## src/rtl/core/sp3_pkg.sv

```systemverilog
// Package for the sweep peak and -3 dB edge search block.
// Holds payload structs, register indexes, phase codes and fixed constants.
// Used by sp3_alu, sweep_peak_and_3db_search and sp3_checker.
package sp3_pkg;

  // Field widths of the item payloads.
  localparam int FREQ_W      = 20;
  localparam int START_W     = 18;
  localparam int STEP_W      = 16;
  localparam int CCOUNT_W    = 6;
  localparam int COUNT_W     = 10;
  localparam int LEVEL_W     = 12;
  localparam int INDEX_W     = 9;
  localparam int NORM_W      = 8;
  localparam int PHASE_W     = 2;
  localparam int CFG_INDEX_W = 3;
  localparam int CFG_DATA_W  = 18;
  localparam int QUOT_W      = 8;

  // Fixed constants of the sweep.
  localparam logic [FREQ_W-1:0]   FREQ_MAX     = 20'hFFFFF;
  localparam logic [FREQ_W-1:0]   DONE_FREQ    = 20'd1000;
  localparam logic [STEP_W-1:0]   THR_Q15      = 16'd23170;
  localparam int                  THR_SHIFT    = 15;
  localparam logic [NORM_W-1:0]   NORM_FULL    = 8'd200;
  localparam logic [CCOUNT_W-1:0] COARSE_LIMIT = 6'd32;

  // Register reset values.
  localparam logic [START_W-1:0]  RST_COARSE_START = 18'd1000;
  localparam logic [STEP_W-1:0]   RST_COARSE_STEP  = 16'd2500;
  localparam logic [CCOUNT_W-1:0] RST_COARSE_COUNT = 6'd20;
  localparam logic [STEP_W-1:0]   RST_FINE_STEP    = 16'd500;
  localparam logic [COUNT_W-1:0]  RST_FINE_COUNT   = 10'd400;
  localparam logic [START_W-1:0]  RST_DRAW_START   = 18'd1000;
  localparam logic [STEP_W-1:0]   RST_DRAW_STEP    = 16'd550;
  localparam logic [COUNT_W-1:0]  RST_DRAW_COUNT   = 10'd280;

  // Sweep phase codes.
  localparam logic [PHASE_W-1:0] PH_COARSE = 2'd0;
  localparam logic [PHASE_W-1:0] PH_FINE   = 2'd1;
  localparam logic [PHASE_W-1:0] PH_DRAW   = 2'd2;
  localparam logic [PHASE_W-1:0] PH_DONE   = 2'd3;

  // Input action codes.
  localparam logic ACT_START   = 1'b0;
  localparam logic ACT_MEASURE = 1'b1;

  // Configuration register indexes.
  typedef enum logic [CFG_INDEX_W-1:0] {
    CFG_COARSE_START = 3'd0,
    CFG_COARSE_STEP  = 3'd1,
    CFG_COARSE_COUNT = 3'd2,
    CFG_FINE_STEP    = 3'd3,
    CFG_FINE_COUNT   = 3'd4,
    CFG_DRAW_START   = 3'd5,
    CFG_DRAW_STEP    = 3'd6,
    CFG_DRAW_COUNT   = 3'd7
  } cfg_reg_e;

  // Operations of the shared arithmetic unit.
  typedef enum logic {
    ALU_MUL = 1'b0,
    ALU_DIV = 1'b1
  } alu_op_e;

  typedef struct packed {
    logic    start;
    alu_op_e op;
  } alu_req_t;

  // Input item.
  typedef struct packed {
    logic               action;
    logic [LEVEL_W-1:0] level;
  } in_item_t;

  // Result item.
  typedef struct packed {
    logic [PHASE_W-1:0] phase;
    logic [INDEX_W-1:0] point_index;
    logic [FREQ_W-1:0]  next_freq_hz;
    logic [NORM_W-1:0]  norm_height;
    logic [LEVEL_W-1:0] peak_level;
    logic [LEVEL_W-1:0] threshold_level;
    logic [FREQ_W-1:0]  edge_freq_hz;
    logic               finished;
  } out_item_t;

endpackage

```

## src/rtl/core/sp3_alu.sv

```systemverilog
// Shared bit-serial arithmetic unit: shift-add multiply-accumulate and
// restoring divide, one bit per cycle through a single adder.
// Depends on sp3_pkg.
module sp3_alu #(
  parameter int A_W   = 12,
  parameter int ACC_W = 29
) (
  input  logic                        clk_i,
  input  logic                        rst_ni,
  input  sp3_pkg::alu_req_t           req_i,
  input  logic [A_W-1:0]              a_i,
  input  logic [sp3_pkg::STEP_W-1:0]  b_i,
  input  logic [ACC_W-1:0]            c_i,
  output logic                        done_o,
  output logic [ACC_W-1:0]            prod_o,
  output logic [sp3_pkg::QUOT_W-1:0]  quot_o
);

  localparam int CNT_W = $clog2(A_W + 1);

  logic                  busy_q;
  logic                  done_q;
  sp3_pkg::alu_op_e      op_q;
  logic [ACC_W-1:0]      acc_q;
  logic [ACC_W-1:0]      opnd_q;
  logic [A_W-1:0]        a_q;
  logic [CNT_W-1:0]      cnt_q;

  logic [ACC_W-1:0]      shifted;
  logic [ACC_W-1:0]      add_a;
  logic [ACC_W-1:0]      add_b;
  logic                  cin;
  logic [ACC_W:0]        sum;
  logic                  carry;

  // One adder serves both operations. A divide step subtracts the divisor
  // from the shifted remainder; a carry out means no borrow.
  assign shifted = {acc_q[ACC_W-2:0], a_q[sp3_pkg::QUOT_W-1]};
  assign add_a   = (op_q == sp3_pkg::ALU_DIV) ? shifted : acc_q;
  assign add_b   = (op_q == sp3_pkg::ALU_DIV) ? ~opnd_q : (a_q[0] ? opnd_q : '0);
  assign cin     = (op_q == sp3_pkg::ALU_DIV);
  assign sum     = {1'b0, add_a} + {1'b0, add_b} + (ACC_W + 1)'(cin);
  assign carry   = sum[ACC_W];

  // Load on a request, then one multiplier bit or one quotient bit a cycle.
  always_ff @(posedge clk_i or negedge rst_ni) begin
    if (!rst_ni) begin
      busy_q <= 1'b0;
      done_q <= 1'b0;
      op_q   <= sp3_pkg::ALU_MUL;
      acc_q  <= '0;
      opnd_q <= '0;
      a_q    <= '0;
      cnt_q  <= '0;
    end else begin
      done_q <= 1'b0;
      if (req_i.start) begin
        busy_q <= 1'b1;
        op_q   <= req_i.op;
        acc_q  <= c_i;
        opnd_q <= ACC_W'(b_i);
        a_q    <= a_i;
        cnt_q  <= (req_i.op == sp3_pkg::ALU_DIV) ? CNT_W'(sp3_pkg::QUOT_W) : CNT_W'(A_W);
      end else if (busy_q) begin
        if (op_q == sp3_pkg::ALU_DIV) begin
          acc_q <= carry ? sum[ACC_W-1:0] : shifted;
          a_q   <= {a_q[A_W-2:0], carry};
        end else begin
          acc_q  <= sum[ACC_W-1:0];
          opnd_q <= {opnd_q[ACC_W-2:0], 1'b0};
          a_q    <= {1'b0, a_q[A_W-1:1]};
        end
        cnt_q <= cnt_q - CNT_W'(1);
        if (cnt_q == CNT_W'(1)) begin
          busy_q <= 1'b0;
          done_q <= 1'b1;
        end
      end
    end
  end

  assign done_o = done_q;
  assign prod_o = acc_q;
  assign quot_o = a_q[sp3_pkg::QUOT_W-1:0];

endmodule

```

## src/rtl/core/sweep_peak_and_3db_search.sv

```systemverilog
// Top level of the swept-response peak and upper -3 dB edge search.
// Contains the item sequencer and sweep state; uses sp3_pkg and sp3_alu.
//
// Usage: a start item (action 0) begins a sweep and returns the first coarse
// frequency. Each measurement item (action 1) carries the level seen at the
// frequency named last and returns the next frequency to program. The sweep
// runs a coarse phase (peak search), a fine phase from the peak frequency
// (point nearest peak*0.7071 gives the upper edge) and a draw phase that
// returns each level normalized to 0..200 of the peak. The result that ends
// the draw phase has finished set. A start while a sweep runs, and a
// measurement while none runs, are dropped without a result.
// Input and result channels are valid/ready; one item is in work at a time.
// A plain point runs one multiply in sp3_alu (the next frequency, or the
// edge frequency at the end of the fine phase); the end of the coarse phase
// runs two, peak frequency then threshold; a draw point that divides runs a
// divide and then a multiply, or only the divide if it closes the sweep; a
// start, or a closing draw point that does not divide, runs neither.
// Input ready returns in the cycle the result becomes valid. A stalled
// receiver holds the result register; a further item is then accepted and
// computed but its result waits until the register frees.
// Reset loads the register defaults and leaves the block idle with no sweep.
module sweep_peak_and_3db_search #(
  parameter int LEVEL_BITS = 12,
  parameter int MAX_POINTS = 512
) (
  input  logic                            clk_i,
  input  logic                            rst_ni,
  input  logic                            in_valid_i,
  output logic                            in_ready_o,
  input  sp3_pkg::in_item_t               in_data_i,
  output logic                            out_valid_o,
  input  logic                            out_ready_i,
  output sp3_pkg::out_item_t              out_data_o,
  input  logic                            cfg_we_i,
  input  logic [sp3_pkg::CFG_INDEX_W-1:0] cfg_index_i,
  input  logic [sp3_pkg::CFG_DATA_W-1:0]  cfg_wdata_i
);

  localparam int LW    = LEVEL_BITS;
  localparam int PCW   = $clog2(MAX_POINTS + 1);
  localparam int MA    = (PCW > LW) ? PCW : LW;
  localparam int ACW   = MA + 17;
  localparam int NUM_W = LW + 8;
  localparam int FW    = sp3_pkg::FREQ_W;

  localparam logic [ACW-1:0] FreqMaxWide = ACW'(sp3_pkg::FREQ_MAX);

  typedef enum logic [4:0] {
    S_IDLE   = 5'b00001,
    S_EVAL   = 5'b00010,
    S_LAUNCH = 5'b00100,
    S_RUN    = 5'b01000,
    S_POST   = 5'b10000
  } state_e;

  typedef enum logic [2:0] {
    J_NEXT  = 3'd0,
    J_PEAKF = 3'd1,
    J_THR   = 3'd2,
    J_EDGE  = 3'd3,
    J_NORM  = 3'd4
  } job_e;

  // Configuration registers.
  logic [sp3_pkg::START_W-1:0]  coarse_start_q;
  logic [sp3_pkg::STEP_W-1:0]   coarse_step_q;
  logic [sp3_pkg::CCOUNT_W-1:0] coarse_cnt_q;
  logic [sp3_pkg::STEP_W-1:0]   fine_step_q;
  logic [sp3_pkg::COUNT_W-1:0]  fine_cnt_q;
  logic [sp3_pkg::START_W-1:0]  draw_start_q;
  logic [sp3_pkg::STEP_W-1:0]   draw_step_q;
  logic [sp3_pkg::COUNT_W-1:0]  draw_cnt_q;

  // Sequencer and sweep state.
  state_e                      state_q;
  job_e                        job_q;
  logic                        busy_q;
  logic [sp3_pkg::PHASE_W-1:0] phase_q;
  logic [PCW-1:0]              pc_q;
  logic [LW-1:0]               peak_q;
  logic [4:0]                  peak_pt_q;
  logic [FW-1:0]               peak_freq_q;
  logic [LW-1:0]               thr_q;
  logic [LW-1:0]               best_dist_q;
  logic [PCW-1:0]              best_pt_q;
  logic [FW-1:0]               edge_q;

  // Item in work and its result fields.
  logic                        act_q;
  logic [LW-1:0]               lvl_q;
  logic [PCW-1:0]              idx_q;
  logic [FW-1:0]               next_q;
  logic [sp3_pkg::NORM_W-1:0]  norm_q;
  logic                        fin_q;
  logic                        out_valid_q;
  sp3_pkg::out_item_t          out_q;

  // Shared unit connections.
  sp3_pkg::alu_req_t           alu_req;
  logic [MA-1:0]               alu_a;
  logic [sp3_pkg::STEP_W-1:0]  alu_b;
  logic [ACW-1:0]              alu_c;
  logic                        alu_done;
  logic [ACW-1:0]              alu_prod;
  logic [sp3_pkg::QUOT_W-1:0]  alu_quot;

  // Derived values.
  logic [PCW-1:0]              coarse_n;
  logic [PCW-1:0]              fine_n;
  logic [PCW-1:0]              draw_n;
  logic [PCW-1:0]              pc_inc;
  logic [LW-1:0]               thr_dist;
  logic [NUM_W-1:0]            num;
  logic [FW-1:0]               prod_sat;

  // Point counts clamped to their legal ranges.
  assign coarse_n = (coarse_cnt_q == '0) ? PCW'(1) :
                    (coarse_cnt_q > sp3_pkg::COARSE_LIMIT) ? PCW'(sp3_pkg::COARSE_LIMIT) :
                    PCW'(coarse_cnt_q);
  assign fine_n   = (fine_cnt_q == '0) ? PCW'(1) :
                    (32'(fine_cnt_q) > 32'(MAX_POINTS)) ? PCW'(MAX_POINTS) : PCW'(fine_cnt_q);
  assign draw_n   = (draw_cnt_q == '0) ? PCW'(1) :
                    (32'(draw_cnt_q) > 32'(MAX_POINTS)) ? PCW'(MAX_POINTS) : PCW'(draw_cnt_q);

  assign pc_inc   = pc_q + PCW'(1);
  assign thr_dist = (lvl_q > thr_q) ? (lvl_q - thr_q) : (thr_q - lvl_q);

  // Level times 200 as shifts and adds: 200 = 128 + 64 + 8.
  assign num      = (NUM_W'(lvl_q) << 7) + (NUM_W'(lvl_q) << 6) + (NUM_W'(lvl_q) << 3);

  assign prod_sat = (alu_prod > FreqMaxWide) ? sp3_pkg::FREQ_MAX : alu_prod[FW-1:0];

  // Operand selection for the shared unit, by job.
  always_comb begin
    alu_req.start = (state_q == S_LAUNCH);
    alu_req.op    = sp3_pkg::ALU_MUL;
    alu_a         = MA'(pc_q);
    alu_b         = draw_step_q;
    alu_c         = ACW'(draw_start_q);
    case (job_q)
      J_NEXT: begin
        if (phase_q == sp3_pkg::PH_COARSE) begin
          alu_b = coarse_step_q;
          alu_c = ACW'(coarse_start_q);
        end else if (phase_q == sp3_pkg::PH_FINE) begin
          alu_b = fine_step_q;
          alu_c = ACW'(peak_freq_q);
        end
      end
      J_PEAKF: begin
        alu_a = MA'(peak_pt_q);
        alu_b = coarse_step_q;
        alu_c = ACW'(coarse_start_q);
      end
      J_THR: begin
        alu_a = MA'(peak_q);
        alu_b = sp3_pkg::THR_Q15;
        alu_c = '0;
      end
      J_EDGE: begin
        alu_a = MA'(best_pt_q);
        alu_b = fine_step_q;
        alu_c = ACW'(peak_freq_q);
      end
      J_NORM: begin
        // The remainder starts below the divisor because level < peak here.
        alu_req.op = sp3_pkg::ALU_DIV;
        alu_a      = MA'(num[sp3_pkg::QUOT_W-1:0]);
        alu_b      = sp3_pkg::STEP_W'(peak_q);
        alu_c      = ACW'(num >> sp3_pkg::QUOT_W);
      end
      default: begin
        alu_a = MA'(pc_q);
      end
    endcase
  end

  sp3_alu #(
    .A_W   (MA),
    .ACC_W (ACW)
  ) u_alu (
    .clk_i  (clk_i),
    .rst_ni (rst_ni),
    .req_i  (alu_req),
    .a_i    (alu_a),
    .b_i    (alu_b),
    .c_i    (alu_c),
    .done_o (alu_done),
    .prod_o (alu_prod),
    .quot_o (alu_quot)
  );

  // Configuration writes.
  always_ff @(posedge clk_i or negedge rst_ni) begin
    if (!rst_ni) begin
      coarse_start_q <= sp3_pkg::RST_COARSE_START;
      coarse_step_q  <= sp3_pkg::RST_COARSE_STEP;
      coarse_cnt_q   <= sp3_pkg::RST_COARSE_COUNT;
      fine_step_q    <= sp3_pkg::RST_FINE_STEP;
      fine_cnt_q     <= sp3_pkg::RST_FINE_COUNT;
      draw_start_q   <= sp3_pkg::RST_DRAW_START;
      draw_step_q    <= sp3_pkg::RST_DRAW_STEP;
      draw_cnt_q     <= sp3_pkg::RST_DRAW_COUNT;
    end else if (cfg_we_i) begin
      unique case (sp3_pkg::cfg_reg_e'(cfg_index_i))
        sp3_pkg::CFG_COARSE_START: coarse_start_q <= cfg_wdata_i;
        sp3_pkg::CFG_COARSE_STEP:  coarse_step_q  <= cfg_wdata_i[sp3_pkg::STEP_W-1:0];
        sp3_pkg::CFG_COARSE_COUNT: coarse_cnt_q   <= cfg_wdata_i[sp3_pkg::CCOUNT_W-1:0];
        sp3_pkg::CFG_FINE_STEP:    fine_step_q    <= cfg_wdata_i[sp3_pkg::STEP_W-1:0];
        sp3_pkg::CFG_FINE_COUNT:   fine_cnt_q     <= cfg_wdata_i[sp3_pkg::COUNT_W-1:0];
        sp3_pkg::CFG_DRAW_START:   draw_start_q   <= cfg_wdata_i;
        sp3_pkg::CFG_DRAW_STEP:    draw_step_q    <= cfg_wdata_i[sp3_pkg::STEP_W-1:0];
        sp3_pkg::CFG_DRAW_COUNT:   draw_cnt_q     <= cfg_wdata_i[sp3_pkg::COUNT_W-1:0];
        default: ;
      endcase
    end
  end

  // Item sequencer: accept, evaluate, run the shared unit, post the result.
  always_ff @(posedge clk_i or negedge rst_ni) begin
    if (!rst_ni) begin
      state_q     <= S_IDLE;
      job_q       <= J_NEXT;
      busy_q      <= 1'b0;
      phase_q     <= sp3_pkg::PH_COARSE;
      pc_q        <= '0;
      peak_q      <= '0;
      peak_pt_q   <= '0;
      peak_freq_q <= '0;
      thr_q       <= '0;
      best_dist_q <= '0;
      best_pt_q   <= '0;
      edge_q      <= '0;
      act_q       <= sp3_pkg::ACT_START;
      lvl_q       <= '0;
      idx_q       <= '0;
      next_q      <= '0;
      norm_q      <= '0;
      fin_q       <= 1'b0;
      out_valid_q <= 1'b0;
      out_q       <= '0;
    end else begin
      // The result register empties unless a new result is loaded this cycle.
      if (out_valid_q && out_ready_i && (state_q != S_POST)) begin
        out_valid_q <= 1'b0;
      end

      unique case (state_q)
        S_IDLE: begin
          if (in_valid_i) begin
            act_q   <= in_data_i.action;
            lvl_q   <= LW'(in_data_i.level);
            state_q <= S_EVAL;
          end
        end

        S_EVAL: begin
          // The point counter is zero whenever no sweep runs.
          idx_q <= pc_q;
          if (act_q == sp3_pkg::ACT_START) begin
            if (busy_q) begin
              state_q <= S_IDLE;
            end else begin
              busy_q      <= 1'b1;
              phase_q     <= sp3_pkg::PH_COARSE;
              pc_q        <= '0;
              peak_q      <= '0;
              peak_pt_q   <= '0;
              peak_freq_q <= '0;
              thr_q       <= '0;
              best_dist_q <= '0;
              best_pt_q   <= '0;
              edge_q      <= '0;
              norm_q      <= '0;
              fin_q       <= 1'b0;
              next_q      <= FW'(coarse_start_q);
              state_q     <= S_POST;
            end
          end else if (!busy_q) begin
            state_q <= S_IDLE;
          end else if (phase_q == sp3_pkg::PH_COARSE) begin
            norm_q <= '0;
            fin_q  <= 1'b0;
            // Track the peak; the first of equal levels wins.
            if (lvl_q > peak_q) begin
              peak_q    <= lvl_q;
              peak_pt_q <= pc_q[4:0];
            end
            if (pc_inc >= coarse_n) begin
              phase_q <= sp3_pkg::PH_FINE;
              pc_q    <= '0;
              job_q   <= J_PEAKF;
            end else begin
              pc_q  <= pc_inc;
              job_q <= J_NEXT;
            end
            state_q <= S_LAUNCH;
          end else if (phase_q == sp3_pkg::PH_FINE) begin
            norm_q <= '0;
            fin_q  <= 1'b0;
            // Keep the point nearest the threshold; the first one wins ties.
            if (pc_q == '0 || thr_dist < best_dist_q) begin
              best_dist_q <= thr_dist;
              best_pt_q   <= pc_q;
            end
            if (pc_inc >= fine_n) begin
              phase_q <= sp3_pkg::PH_DRAW;
              pc_q    <= '0;
              next_q  <= FW'(draw_start_q);
              job_q   <= J_EDGE;
            end else begin
              pc_q  <= pc_inc;
              job_q <= J_NEXT;
            end
            state_q <= S_LAUNCH;
          end else begin
            // Draw phase; the last point closes the sweep.
            if (pc_inc >= draw_n) begin
              phase_q <= sp3_pkg::PH_DONE;
              busy_q  <= 1'b0;
              pc_q    <= '0;
              fin_q   <= 1'b1;
              next_q  <= sp3_pkg::DONE_FREQ;
            end else begin
              pc_q  <= pc_inc;
              fin_q <= 1'b0;
            end
            if (peak_q == '0 || lvl_q >= peak_q) begin
              // Saturated height, or the zero peak case, needs no divide.
              norm_q <= (lvl_q == '0) ? '0 : sp3_pkg::NORM_FULL;
              if (pc_inc >= draw_n) begin
                state_q <= S_POST;
              end else begin
                job_q   <= J_NEXT;
                state_q <= S_LAUNCH;
              end
            end else begin
              job_q   <= J_NORM;
              state_q <= S_LAUNCH;
            end
          end
        end

        S_LAUNCH: begin
          state_q <= S_RUN;
        end

        S_RUN: begin
          if (alu_done) begin
            case (job_q)
              J_NEXT: begin
                next_q  <= prod_sat;
                state_q <= S_POST;
              end
              J_PEAKF: begin
                peak_freq_q <= prod_sat;
                next_q      <= prod_sat;
                job_q       <= J_THR;
                state_q     <= S_LAUNCH;
              end
              J_THR: begin
                thr_q   <= LW'(alu_prod >> sp3_pkg::THR_SHIFT);
                state_q <= S_POST;
              end
              J_EDGE: begin
                edge_q  <= prod_sat;
                state_q <= S_POST;
              end
              J_NORM: begin
                norm_q <= alu_quot;
                if (phase_q == sp3_pkg::PH_DONE) begin
                  state_q <= S_POST;
                end else begin
                  job_q   <= J_NEXT;
                  state_q <= S_LAUNCH;
                end
              end
              default: begin
                state_q <= S_POST;
              end
            endcase
          end
        end

        S_POST: begin
          // Load the result register once it is free or being emptied.
          if (!out_valid_q || out_ready_i) begin
            out_valid_q           <= 1'b1;
            out_q.phase           <= phase_q;
            out_q.point_index     <= sp3_pkg::INDEX_W'(idx_q);
            out_q.next_freq_hz    <= next_q;
            out_q.norm_height     <= norm_q;
            out_q.peak_level      <= sp3_pkg::LEVEL_W'(peak_q);
            out_q.threshold_level <= sp3_pkg::LEVEL_W'(thr_q);
            out_q.edge_freq_hz    <= edge_q;
            out_q.finished        <= fin_q;
            state_q               <= S_IDLE;
          end
        end

        default: begin
          state_q <= S_IDLE;
        end
      endcase
    end
  end

  assign in_ready_o  = (state_q == S_IDLE);
  assign out_valid_o = out_valid_q;
  assign out_data_o  = out_q;

endmodule

```

## config.mk

```make
export PLATFORM = sky130hd
export DESIGN_NAME = sweep_peak_and_3db_search
export DESIGN_NICKNAME = d
export VERILOG_FILES = /design/src/rtl/core/sp3_pkg.sv /design/src/rtl/core/sp3_alu.sv /design/src/rtl/core/sweep_peak_and_3db_search.sv
export SDC_FILE = /design/constraint.sdc
export NUM_CORES = 1
export LEC_CHECK = 0
export BUFFER_PORTS_ARGS = -buffer_cell sky130_fd_sc_hd__buf_2
export CORE_ASPECT_RATIO = 1.1
export CORE_MARGIN = 4
export CORE_UTILIZATION = 45
export CTS_CLUSTER_DIAMETER = 60
export CTS_CLUSTER_SIZE = 14
export DETAILED_ROUTE_END_ITERATION = 12
export SLEW_MARGIN = 20
export SYNTH_ARGS = -nofsm -noshare
export SYNTH_HDL_FRONTEND = slang
export SYNTH_HIERARCHICAL = 1
export SYNTH_SLANG_ARGS = --single-unit
```

## constraint.sdc

```tcl
create_clock -name clk_i -period 6.6 [get_ports clk_i]
set_clock_uncertainty 0.15 [all_clocks]
set_input_delay 1.98 -clock clk_i [delete_from_list [all_inputs] [get_ports clk_i]]
set_output_delay 1.98 -clock clk_i [all_outputs]
set_load 0.02 [all_outputs]
```

# Word level (Yosys, flattened, before mapping)
# Cells that the tools add are included.
# totals
reg_bits	435
latchBits	0
ramBits	0
mem_bits_ro	0
output_inout_bits	86
mem_count	0
# classes
add_sub_neg	8
multipliers	0
div_mod_pow	0
magnitude_cmp	11
eq_ne	52
shifts	0
muxes	145
bitwise_logic	1
n_reduce_logical	40
# ops
cell	n
two-way mux 20 bit	18
two-way mux 29 bit	10
two-way mux 12 bit	17
two-way mux 10 bit	17
case mux 20 bit (2 select lines)	3
case mux 20 bit (5 select lines)	1
two-way mux 5 bit	16
case mux 16 bit (5 select lines)	1
two-way mux 8 bit	9
case mux 12 bit (4 select lines)	1
two-way mux 16 bit	2
adder 29 x 29 -> 30 bit	1
adder 30 x 1 -> 30 bit	1
zero test 10 bit	3
greater-than comparator 29 x 20 -> 1 bit (second input constant)	1
inverter 29 bit	1
two-way mux 3 bit	9
case mux 5 bit (5 select lines)	1
greater-than comparator 12 bit	2
zero test 12 bit	2
case mux 12 bit (2 select lines)	1
subtractor 12 bit	2
two-way mux 1 bit	22
inequality test 2 bit (second input constant)	11
48 further kinds	105

# Logic depth before layout (Yosys ltp)
# depth
depth_word	11
depth_mapped	23
ltp_nobuf	20

# By module
# The synthesis kept the hierarchy.
# modules_own_cells
mod	instances	cells_per_inst	area_each_um2	seq_area_each_um2
sweep_peak_and_3db_search	1	1834	18865.6	9003.6
sp3_alu	1	703	5954.5	1926.8

# Least setup slack after synthesis
# OpenSTA, ideal clock, no wires.
# synth_timing
kind	register -> register
startpoint	reg lvl_q[0]
endpoint	reg best_dist_q[0]
setup_time_ps	133
arrival_time_ps	4415
required_time_ps	6317
path_slack_ps	1902
path_stages_with_launch	24
n_path_buf	3
period_less_slack_ps	4698
path_cell_list	dfrtp_1 -> inv_1 -> ha_1 -> inv_1 -> fa_1 -> nand3_1 -> a21oi_1 -> or3_4 -> a31oi_4 -> buf_2 -> nand3b_1 -> o31ai_1 -> xor2_1 -> inv_1 -> ha_1 -> a2111oi_0 -> o21ai_0 -> a21oi_1 -> nor3_1 -> or4_1 -> clkbuf_1 -> clkbuf_1 -> nand2_1 -> o31ai_1
# synth_via
elab_chain_len	7
word_cells_on_any_way	13
classes_between	2 x add/sub; 2 x order compare; 1 x eq/ne; 6 x mux; 2 x reduce/logical
# synth_rtl
element	line_no	source
start, declared	sweep_peak_and_3db_search.sv:90	logic [LW-1:0] lvl_q;
start signal, assigned	sweep_peak_and_3db_search.sv:252	lvl_q <= LW'(in_data_i.level);
subtractor 12 bit / greater-than comparator 12 bit (equally long branches)	sweep_peak_and_3db_search.sv:126	assign thr_dist = (lvl_q > thr_q) ? (lvl_q - thr_q) : (thr_q - lvl_q);
two-way mux 12 bit (*)	sweep_peak_and_3db_search.sv:126	
parallel branches: the longest is 5 deep, another holds less-than comparator 12 bit	-	
end signal, assigned	sweep_peak_and_3db_search.sv:303	best_dist_q <= thr_dist;
end, declared	sweep_peak_and_3db_search.sv:84	logic [LW-1:0] best_dist_q;
# Mark *: on every way between the ends. The select of a mux whose other input is x is not followed.
# A chain may end at the register's enable or synchronous reset.

# Final worst setup path
# layout_timing
startpoint	reg lvl_q[9]
endpoint	reg best_pt_q[0]
# layout_via
elab_chain_len	6
word_cells_on_any_way	8
classes_between	2 x add/sub; 2 x order compare; 1 x eq/ne; 1 x mux; 2 x reduce/logical
# layout_rtl
element	line_no	source
subtractor 12 bit / greater-than comparator 12 bit (equally long branches)	sweep_peak_and_3db_search.sv:126	
two-way mux 12 bit (*)	sweep_peak_and_3db_search.sv:126	
less-than comparator 12 bit (*)	sweep_peak_and_3db_search.sv:302	if (pc_q == '0 || thr_dist < best_dist_q) begin
logical OR 1 bit (*)	sweep_peak_and_3db_search.sv:302	
inequality test 2 x 1 -> 1 bit (no line) (*)	-	
AND reduction 6 bit (no line) (*)	-	
end signal, assigned	sweep_peak_and_3db_search.sv:304	best_pt_q <= pc_q;
end, declared	sweep_peak_and_3db_search.sv:85	logic [PCW-1:0] best_pt_q;
# Every way passes the cells marked *; elsewhere a longest branch is shown, timed or not.

==> impl_metrics.csv <==
group,metric,value,unit
run_status,status,"finished clean",
yosys,synth_top_area_cell,"dfrtp_1",
floorplan,core,54730,sq um
global_routing,track_usage,25.84,%
sta,rsz0062_at_grt,"no",
clock_network,hold_buffers,0,
power,leakagePower,12.42,nW
critical_path,critPathLaunchType,"register",
yosys,synth_top_area_share,40.23,%
floorplan,die_height,254.3,um
critical_path,worstSetupEndpointType,"register",
finish,area_growth_syn_to_layout,10.58,%
clock_network,cts_tree,"built",
yosys,synthTopCellsByArea,"dfrtp_1, mux2_2, ha_1",
yosys,ys_seq_area_share,44.04,%
yosys,syn_avg_cell_area,9.783,sq um
clock_network,cts_post_setup_buffers_inserted,0,
finish,drive_gt1_share,20.47,%
yosys,ys_types,95,
routing,dr.pass1.iters,6,
placed_design,portBuffers,124,
flow_run,maxCapViolations,0,
floorplan,initial_core_util,45.35,%
global_routing,gr-total-overflow,0,
placed_design,gp_congestion,0.9433,
sta,final.setup.tns,0,ps
yosys,synthArstFlopShare,100.0,%
routing,vias_per_cell,5.892,
floorplan,fp-row-count,90,
critical_path,critical_path_arrival,5800,ps
placed_design,place_ws,1090,ps
routing,drc,0,
yosys,synth-edff-count,0,
global_routing,grt_pass1_wl,118.5,mm
floorplan,ioPinCount,125,
clock_network,cts_max_level,2,
critical_path,worstPathMaxFanout,19,
critical_path,path_class,"register to register",
sta,fin_crit,5472,ps
sta,max_slew_margin,26.35,%
min_path,hp-class,"register to register",
critical_path,cp_slowest_cell,"or4_1",
yosys,yosysWarnings,6,
critical_path,critPathMaxStageDelay,810,ps
routing,via_count,19761,
clock_network,clk_latency,590,ps
critical_path,critPathRequiredTime,6930,ps
routing,wl,77.12,mm
power,ir_worst_vdd,262.7,uV
clock_network,cts_made_buffers,42,
sta,tightest_slew,1099,ps
placed_design,dp_hpwl,55.79,mm
routing,drt_iter0_drc,1751,
clock_network,clk_pin_slew,60,ps
critical_path,worstPathCellList,"ha_1 > nand4_2 > nor4_4 > nor2_1 > a31oi_4 > nand3b_1 > o31ai_1 > xor2_1 > inv_1 > ha_1 > a2111oi_0 > o21ai_0 > a21oi_1 > nor3_1 > or4_1 > o31ai_1",
clock_network,cts_sinks,435,
yosys,synth-seq-cells,435,
routing,antenna_left,0,
sta,setup_ws,1128,ps
sta,final-hold-violation-count,0,
sta,fmax,182.8,MHz
clock_network,clockBufferDepth,3,
power,p_total,11.58,mW
global_routing,antenna_found_initial,1,
finish,diodes,0,
sta,setup_viol,0,
clock_network,cts_resized,0,
finish,final_net_count,2775,
sta,post-route-period-util,82.90,%
sta,timing.hold.ws,321.5,ps
routing,routedWlPerCell,22.99,um
global_routing,grt_max_degree,130,
yosys,synthFlopType,"dfrtp_1",
global_routing,grt_pass1_vias,19391,
yosys,syn_area,24820,sq um
clock_network,cts_root_buf,"clkbuf_16",
finish,fillers,5171,
floorplan,dieArea,58980,sq um
yosys,syn_inst,2537,
floorplan,dieWidth,231.9,um
sta,drv_slew,0,
power,powerDensity,422.0,nW/um^2
## sequential cells by signal, summed over array words and instances, names as in the netlist, 12 cells and up
| signal | count |
|---|---|
| next_q | 20 |
| peak_q | 12 |
| u_alu/opnd_q | 29 |
| u_alu/a_q | 12 |
| draw_step_q | 16 |
| fine_step_q | 16 |
| thr_q | 12 |
| lvl_q | 12 |
| u_alu/prod_o | 29 |
| best_dist_q | 12 |
| draw_start_q | 18 |
| coarse_step_q | 16 |
| out_data_o | 84 |
| peak_freq_q | 20 |
| edge_q | 20 |
| coarse_start_q | 18 |
## cell usage after synthesis (16+ instances only)
cell and n:
dfrtp_1 399, nand2_1 381, o21ai_0 287, mux2_2 219, ha_1 128, nor2_1 122
clkbuf_1 120, inv_1 97, a21oi_1 90, a22o_1 52, mux2i_1 48, nand3_1 45
dfstp_2 36, a21o_1 33, o211ai_1 30, xnor2_1 29, a31oi_1 27, xor2_1 26
a222oi_1 22, nor3_1 17, nand4_1 16
## worst max-delay path: cells and delay by family, from the launching register on
family / cells / cell delay (ps)
AOI/OAI and AO/OA: 6 / 1630
xor gates and xnor gates: 1 / 300
adders and majority gates: 2 / 830
buffers and inverters: 1 / 80
DFF: 1 / 530
and+or+nand+nor: 6 / 1820
## area by class of cell
type | count | area [sq um] | area share (%)
timing repair buffer | 166 | 974.7 | 3.551
tap | 736 | 920.9 | 3.355
inverter | 103 | 387.9 | 1.413
multi-input combinational | 1847 | 12920 | 47.06
sequential | 435 | 10930 | 39.84
clock inverter | 15 | 181.4 | 0.6610
clock buffer | 52 | 1130 | 4.117
## routing by layer
| metal | wire [um] | GRT usage, % |
|---|---|---|
| met1 | 32930 | 34.67 |
| met2 | 36960 | 43.11 |
| met3 | 4294 | 3.854 |
| met4 | 2929 | 9.019 |
| met5 | 11 | 0 |
## layout by cell type, fill, tap and decap left out, types with 22 or more instances in the layout
cell       instances
a222oi_1          22
ha_1             128
clkbuf_16         43
o21ai_0          285
nand3_1           45
o211ai_1          30
dfstp_2           36
buf_4             39
mux2i_1           48
buf_2            123
nand2_1          381
a21oi_1           88
inv_1             96
a31oi_1           27
mux2_2           219
xnor2_1           29
dfrtp_1          396
a21o_1            33
nor2_1           122
xor2_1            26
a22o_1            52
## power by group
part	switching (mW)	total, mW	internal (mW)
Combinational	3.22	5.30	2.08
Clock	1.09	2.40	1.31
Sequential	0.639	3.88	3.24
## stage by stage
stage / area [sq um] / instances / util, %
floorplan: 24850 / 2545 / -
global placement: 26110 / 3286 / 47.71
detailed placement: 26120 / 3286 / 47.73
CTS: 27430 / 3353 / 50.12
global route: 27450 / 3354 / 50.15
finish: 27450 / 3354 / 50.15
## cells by family after synthesis
logic type               share of synthesized area (%)
XOR/XNOR                                         1.941
buffers and inverters                            4.275
flip-flops                                       44.04
adder cells (fa/ha/maj)                          7.501
multiplexers                                     12.02
AND/OR/NAND/NOR                                  12.60
AO/OA/AOI/OAI                                    17.61
other                                          0.01511
## path summary, 6_finish.rpt
kind,from,endpoint,slack [ps],cells past startpoint
setup / recovery,lvl_q[9]$_DFFE_PN0P_,best_pt_q[0]$_DFFE_PN0P_,1130,16
hold / removal,out_data_o[40]$_DFFE_PN0P_,out_data_o[40]$_DFFE_PN0P_,320,2
setup reg to reg,lvl_q[9]$_DFFE_PN0P_,best_pt_q[0]$_DFFE_PN0P_,1130,16
hold reg to reg,out_data_o[40]$_DFFE_PN0P_,out_data_o[40]$_DFFE_PN0P_,320,2
max in group asynchronous,rst_ni,u_alu/busy_q$_DFF_PN0_,3690,2
min in group asynchronous,rst_ni,out_data_o[34]$_DFFE_PN0P_,1290,1
(Power assumes the default switching activity.)
